`src/rtl/core/rvc_pkg.sv`:
```
// ----------------------------------------------------------------------------
// rvc_pkg
// shared constants, types and register indexes of the vignetting corrector
// ----------------------------------------------------------------------------
package rvc_pkg;

    localparam int COORD_BITS_DEF   = 13;
    localparam int RADIUS_SHIFT_DEF = 10;

    localparam int CW        = 13;   // coordinate field width
    localparam int S_FRAC    = 16;
    localparam int S_BITS    = 24;
    localparam int S2_BITS   = 32;
    localparam int S3_BITS   = 40;
    localparam int S3_HALF   = 20;
    localparam int K_BITS    = 21;
    localparam int Q_FRAC    = 33;
    localparam int Q_BITS    = 64;
    localparam int N_BITS    = 8 + Q_FRAC;
    localparam int CMP_BITS  = Q_BITS + 8;
    localparam int DIV_STEPS = 8;

    localparam int RAD_STG   = 4;
    localparam int LANE_STG  = 3 + DIV_STEPS;
    localparam int NUM_STG   = RAD_STG + LANE_STG + 1;
    localparam int NUM_LANES = 3;

    localparam logic [7:0] PIX_MAX = 8'd255;

    typedef logic [S_BITS-1:0]  s1_t;
    typedef logic [S2_BITS-1:0] s2_t;
    typedef logic [S3_BITS-1:0] s3_t;
    typedef logic signed [K_BITS-1:0] coef_t;

    typedef enum logic [2:0] {
        CFG_COLOR_MODE = 3'd0,
        CFG_CENTER_X   = 3'd1,
        CFG_CENTER_Y   = 3'd2,
        CFG_COEF_CH0   = 3'd3,
        CFG_COEF_CH1   = 3'd4,
        CFG_COEF_CH2   = 3'd5
    } cfg_idx_t;

endpackage

```
`src/rtl/core/rvc_radius.sv`:
```
// ----------------------------------------------------------------------------
// rvc_radius
// squared distance to the centre, scaled and saturated, with its powers
// ----------------------------------------------------------------------------
module rvc_radius
    import rvc_pkg::*;
#(
    parameter int COORD_BITS   = COORD_BITS_DEF,
    parameter int RADIUS_SHIFT = RADIUS_SHIFT_DEF
)
(
    input  logic                clk,
    input  logic [RAD_STG-1:0]  en,
    input  logic [CW-1:0]       pix_col,
    input  logic [CW-1:0]       pix_row,
    input  logic [CW-1:0]       center_x,
    input  logic [CW-1:0]       center_y,
    output s1_t                 s1,
    output s2_t                 s2,
    output s3_t                 s3
);

    localparam logic [CW-1:0] CMASK =
        (COORD_BITS >= CW) ? {CW{1'b1}} : CW'((1 << COORD_BITS) - 1);
    localparam int D2W = 2 * CW + 1;
    localparam int SXW = D2W + S_FRAC;

    logic signed [CW:0]     dx, dy;
    logic [2*CW-1:0]        sqx_reg, sqy_reg;
    logic [D2W-1:0]         d2;
    logic [SXW-1:0]         sx;
    s1_t                    s1_next, s1_reg, s1b_reg, s1c_reg;
    logic [2*S_BITS-1:0]    p2;
    s2_t                    s2_reg;
    logic [S2_BITS+S_BITS-1:0] p3;
    s2_t                    s2b_reg;
    s3_t                    s3_reg;

    assign dx = $signed({1'b0, pix_col & CMASK}) - $signed({1'b0, center_x & CMASK});
    assign dy = $signed({1'b0, pix_row & CMASK}) - $signed({1'b0, center_y & CMASK});

    always_ff @(posedge clk)
    begin
        if (en[0])
        begin
            sqx_reg <= (2*CW)'(dx * dx);
            sqy_reg <= (2*CW)'(dy * dy);
        end
    end

    assign d2 = D2W'(sqx_reg) + D2W'(sqy_reg);
    assign sx = {d2, {S_FRAC{1'b0}}} >> (2 * RADIUS_SHIFT);
    // far radius saturates just under 256.0
    assign s1_next = (sx > SXW'({S_BITS{1'b1}})) ? {S_BITS{1'b1}} : S_BITS'(sx);

    assign p2 = s1_reg * s1_reg;
    assign p3 = s2_reg * s1b_reg;

    always_ff @(posedge clk)
    begin
        if (en[1])
            s1_reg <= s1_next;
        if (en[2])
        begin
            s2_reg  <= p2[S_FRAC +: S2_BITS];
            s1b_reg <= s1_reg;
        end
        if (en[3])
        begin
            s3_reg  <= p3[S_FRAC +: S3_BITS];
            s2b_reg <= s2_reg;
            s1c_reg <= s1b_reg;
        end
    end

    assign s1 = s1c_reg;
    assign s2 = s2b_reg;
    assign s3 = s3_reg;

endmodule

```
`config.mk`:
```
export PLATFORM = sky130hd
export DESIGN_NAME = rvc_radius
export DESIGN_NICKNAME = d
export VERILOG_FILES = /design/src/rtl/core/rvc_pkg.sv /design/src/rtl/core/rvc_radius.sv
export SDC_FILE = /design/constraint.sdc
export NUM_CORES = 2
export LEC_CHECK = 0
export ABC_AREA = 1
export BUFFER_PORTS_ARGS = -buffer_cell sky130_fd_sc_hd__buf_2
export CAP_MARGIN = 15
export CORE_MARGIN = 2
export CORE_UTILIZATION = 40
export CTS_BUF_LIST = sky130_fd_sc_hd__clkbuf_4 sky130_fd_sc_hd__clkbuf_8
export DETAILED_ROUTE_END_ITERATION = 16
export PLACE_DENSITY = 0.63
export SLEW_MARGIN = 20
export SYNTH_ARGS = -nofsm -noshare
export SYNTH_HDL_FRONTEND = slang
export SYNTH_SLANG_ARGS = --single-unit
```
`constraint.sdc`:
```
create_clock -name clk -period 8.2 [get_ports clk]
set_input_delay 0.82 -clock clk [delete_from_list [all_inputs] [get_ports clk]]
set_output_delay 0.82 -clock clk [all_outputs]
set_load 0.05 [all_outputs]
```
Word level (Yosys, flattened, before mapping). Index checks and enable logic that the tools add are counted.

Output and inout port bits: 96. Input port bits: 57. Register bits: 228. Logic and storage cells: 18.

$add $sub $neg: 3. Multiplexer cells: 1. $mul: 4. Magnitude comparators: 1.

Operators by type and width (number): multiplier 32 x 24 -> 56 bit (1); multiplier 14 x 14 -> 26 bit (2); multiplier 24 x 24 -> 48 bit (1); subtractor 13 x 13 -> 14 bit (2); adder 26 x 26 -> 27 bit (1); greater-than comparator 23 x 24 -> 1 bit, second input constant (1); 2-to-1 mux 24 bit (1).

Longest topological paths before layout.
Word-level depth: 3. Mapped depth: 37. Depth with buffers taken out: 36.

Worst setup path after synthesis. No wires, ideal clock.

Kind: input port to flip-flop. Start: input port pix_col[0]. End: register sqx_reg[19], data pin. Stages on the path: 29. Buffers on the path: 0. Setup time: 0.252 ns. Required time: 7.948 ns. Arrival: 7.062 ns. Setup slack: 0.886 ns. Path through: inv_1 ha_1 fa_1 nand3b_1 nand2_1 a31oi_1 xnor2_1 inv_2 nor2_1 inv_1 fa_1 fa_1 inv_1 fa_1 inv_1 fa_1 inv_1 fa_1 fa_1 ha_1 nand2_1 nor2_1 nand2_1 o211ai_1 a21oi_1 o21ai_0 nand2_1 nand3_1 nand2_1.

Cells in the longest elaborated chain, start to end: 2.

RTL lines: start: declaration (line rvc_radius.sv:14) `input logic [CW-1:0] pix_col,`; subtractor 13 x 13 -> 14 bit (line rvc_radius.sv:39) `assign dx = $signed({1'b0, pix_col & CMASK}) - $signed({1'b0, center_x & CMASK});`; multiplier 14 x 14 -> 26 bit (line rvc_radius.sv:46) `sqx_reg <= (2*CW)'(dx * dx);`; end signal: assignment (line rvc_radius.sv:46); end: declaration (line rvc_radius.sv:29) `logic [2*CW-1:0] sqx_reg, sqy_reg;`.

Every way passes these cells. A chain may end at the register's enable or synchronous reset.

Worst setup path in the final report.
Start: register s1b_reg[10]. End: register s3_reg[34], in the netlist s3[34], data pin.

Cells in the longest elaborated chain, start to end: 1.

RTL lines: start: declaration (line rvc_radius.sv:32) `s1_t s1_next, s1_reg, s1b_reg, s1c_reg;`; start signal: assignment (line rvc_radius.sv:66) `s1b_reg <= s1_reg;`; multiplier 32 x 24 -> 56 bit (line rvc_radius.sv:57) `assign p3 = s2_reg * s1b_reg;`; net p3[50] (line rvc_radius.sv:35) `logic [S2_BITS+S_BITS-1:0] p3;`; end signal: assignment (line rvc_radius.sv:70) `s3_reg <= p3[S_FRAC +: S3_BITS];`; end: declaration (line rvc_radius.sv:37) `s3_t s3_reg;`.

The timed path passes the listed nets, and every way through them passes these cells.

==> parameters.txt <==
Parameter                              Value

Placed design
  Port-buffer cells ... 151
  Routability-driven placement congestion ratio ... 0.955
  Half-perimeter wire length after placement ... 142000 um

Yosys
  Register area share after synthesis ... 10.5%
  Yosys warning count ... 0
  Number of distinct standard cells referenced by the synthesized netlist ... 50
  Synthesized area divided by synthesized cell count ... 8.36 um2
  Count of mapped cells out of synthesis ... 7548
  Summed instance area of the synthesized netlist ... 0.0631 mm2
  Flip-flop and latch count after synthesis ... 221

CTS
  Buffers from clock root to sink, at most ... 3
  Hold-fix buffer count after cts ... 0
  Clock buffers created by TritonCTS ... 40
  Clk slew on worst S/H paths ... 0.07 ns
  Maximum level of the CTS H-tree ... 2
  Worst-skew pair later-pin latency ... 0.66 ns
  CTS tree ... built
  Clock net sink count ... 221
  Setup repair bufs after CTS ... 0
  Post_cts resized ... 0
  Clock Root Buffer ... sky130_fd_sc_hd__clkbuf_8

Layout
  Finished Core Util ... 43.1%
  Growth of design area from synthesis to finish ... 6.89%
  Final net count ... 9618
  Share of cells above drive strength 1 ... 4.86%
  Most common cell after layout, fill and taps aside ... sky130_fd_sc_hd__inv_1
  Most frequent cells in the layout ... sky130_fd_sc_hd__inv_1 (2282), sky130_fd_sc_hd__nand2_1 (1669), sky130_fd_sc_hd__fa_1 (1338)
  Number of flip-flops under the largest register name ... 64

Critical path
  Top cell by count, worst path ... sky130_fd_sc_hd__fa_1
  Number of buffers and inverters on the critical path ... 4
  Max Fanout on Critical Path ... 21
  Reg-to-reg critical path startpoint ... s1b_reg[10]
  Classification of the worst setup path ... register to register
  Highest-delay cell along the critical path ... sky130_fd_sc_hd__edfxtp_1
  Startpoint of the worst setup timing path ... s1b_reg[10]
  Family of cells with the greatest summed delay on the critical path ... adder cells
  Required time at the worst-slack endpoint ... 8.57 ns
  Slowest Stage Delay on Critical Path ... 1.05 ns
  Startpoint kind of the worst setup timing path ... register
  Critical path endpoint category ... register
  Endpoint arrival time on the critical path ... 7.84 ns
  Ordered cell list for the critical path ... buf_4, nand2_1, fa_1, inv_1, fa_1, inv_1, fa_1, fa_1, fa_1, fa_1, inv_1, fa_1, ha_1, a21oi_1, o21ai_0, a21boi_0, o21ai_0, a21oi_1, nand2_1, nand2_1, nand2_1

Detailed routing
  Average detailed-routed wire length per instance ... 17.4 um
  Vias ... 47344
  Total Routed Length ... 170000 um
  First-pass iteration count of the detailed router ... 6
  Detailed-route DRC error count ... 0
  Vias per inst ... 4.86
  Starting DRC count in detailed routing ... 2871
  Number of routed nets with antenna violations ... 0

Die
  Die height ... 401 um
  Die span in x ... 401 um
  Initial Utilization ... 40.3%
  Row count ... 145
  Number of top-level design ports ... 153
  Core Region ... 0.156 mm2
  Die Area ... 0.161 mm2

Worst hold path
  Worst hold path class ... input pin to register
  Startpoint of the worst hold path ... en[1]

Timing
  Peak clock frequency supported by timing ... 0.134 GHz
  Ratio of final minimum period to clock period ... 91.1%
  Slew Limit Fails ... 0
  Setup total negative slack ... 0 ns
  Final clock skew ... 0.0534 ns
  Slew at the pin closest to its max-slew limit ... 1.10 ns
  Post-layout min period ... 7.47 ns
  Headroom to the max-slew limit ... 26.6%
  Hold violation count in the final report ... 0
  Final setup viols ... 0
  Setup repair after global routing missed its margin ... false

GRT
  Via count of the first global-routing pass ... 52320
  Largest net degree at the start of global routing ... 56
  Global-route wire length before repair ... 279000 um
  Antenna violations before repair ... 6
  Global-route total usage across every layer ... 21.8%
  Grt ovf ... 0

Flow run
  Total of max-cap violations ... 0

Status
  Result of the run ... finished, final reports clean
## synth_stat cells (all sizes together)
cell    instances  area (um2)
clkbuf        188         706
inv          2290        8600
o21bai         37         289
and3            6        37.5
a21o           29         218
nor4           11        68.8
or2             4        25.0
nor2          414        1600
nand3         133         683
edfxtp        221        6640
o21a           16         120
a31o            1        8.76
fa           1338       26800
o311ai          1        8.76
a21oi         220        1100
nand2        1674        6300
and2            1        6.26
xor2          111        1020
a21boi         10        75.1
buf            15        88.8
nand4          29         181
o21ai         116         581
o211ai          6        45.0
ha            561        7020
nand3b         10        75.1
o22ai           1        6.26
xnor2          50         479
nor3           35         180
conb            1        3.75
or3             1        6.26
a31oi          18         134
## layout make-up
cell class | instances | area (um2)
Tap cell | 2058 | 2570
Clock buffer | 46 | 596
Timing Repair Buffer | 271 | 1730
Multi-Input combinational cell | 4838 | 47100
Antenna cell | 2 | 5.00
Inverter | 2290 | 8600
Clock inverter | 23 | 221
Fill cell | 15607 | 89000
Sequential cell | 221 | 6640
## worst register-to-register path, stage by stage (launching register included)
cell                       delay (ns)
sky130_fd_sc_hd__edfxtp_1        1.05
sky130_fd_sc_hd__buf_4           0.38
sky130_fd_sc_hd__nand2_1         0.12
sky130_fd_sc_hd__fa_1            0.56
sky130_fd_sc_hd__inv_1           0.06
sky130_fd_sc_hd__fa_1            0.53
sky130_fd_sc_hd__inv_1           0.05
sky130_fd_sc_hd__fa_1            0.48
sky130_fd_sc_hd__fa_1            0.61
sky130_fd_sc_hd__fa_1            0.45
sky130_fd_sc_hd__fa_1            0.49
sky130_fd_sc_hd__inv_1           0.05
sky130_fd_sc_hd__fa_1            0.51
sky130_fd_sc_hd__ha_1            0.44
sky130_fd_sc_hd__a21oi_1         0.26
sky130_fd_sc_hd__o21ai_0         0.21
sky130_fd_sc_hd__a21boi_0        0.33
sky130_fd_sc_hd__o21ai_0         0.19
sky130_fd_sc_hd__a21oi_1         0.21
sky130_fd_sc_hd__nand2_1         0.08
sky130_fd_sc_hd__nand2_1         0.06
sky130_fd_sc_hd__nand2_1         0.06
## logic make-up after synthesis
kind of cell             count (synthesis)  share of synthesized area, %
AO/OA/AOI/OAI                          455                          4.10
XOR/XNOR                               161                          2.38
adder cells (fa/ha/maj)               1899                          53.6
flip-flops                             221                          10.5
buffers and inverters                 2493                          14.9
AND/OR/NAND/NOR                       2318                          14.5
other                                    1                       0.00594
## worst paths after layout
kind / end / slack, ns / cells past startpoint
worst min-delay path: s1_reg[20] / 0.66 / 1
worst min register to register: s2[1] / 0.73 / 0
worst max-delay path: s3[34] / 0.73 / 21
worst max register to register: s3[34] / 0.73 / 21
## layer usage
layer | GRT usage [%] | share of wire [%] | vias up
li1 | - | - | 22038
met3 | 3.05 | 6.0 | 277
met5 | 0 | 0.019 | -
met1 | 28.2 | 42 | 23682
met4 | 6.18 | 3.0 | 4
met2 | 38.1 | 49 | 1343
## metrics by stage
stage	hold WS, ns	setup slack (ns)	cells	area [um2]
after floorplan	0.455	0.886	7552	63100
after global placement	0.778	0.359	9672	66500
after detailed placement	0.712	0.355	9675	66500
after CTS	0.619	0.830	9744	67400
after global routing	0.651	0.408	9747	67400
final	0.665	0.731	9749	67400
Power is not shown: default switching activity piles up to over one toggle a cycle in this logic, so the estimate is an artifact.
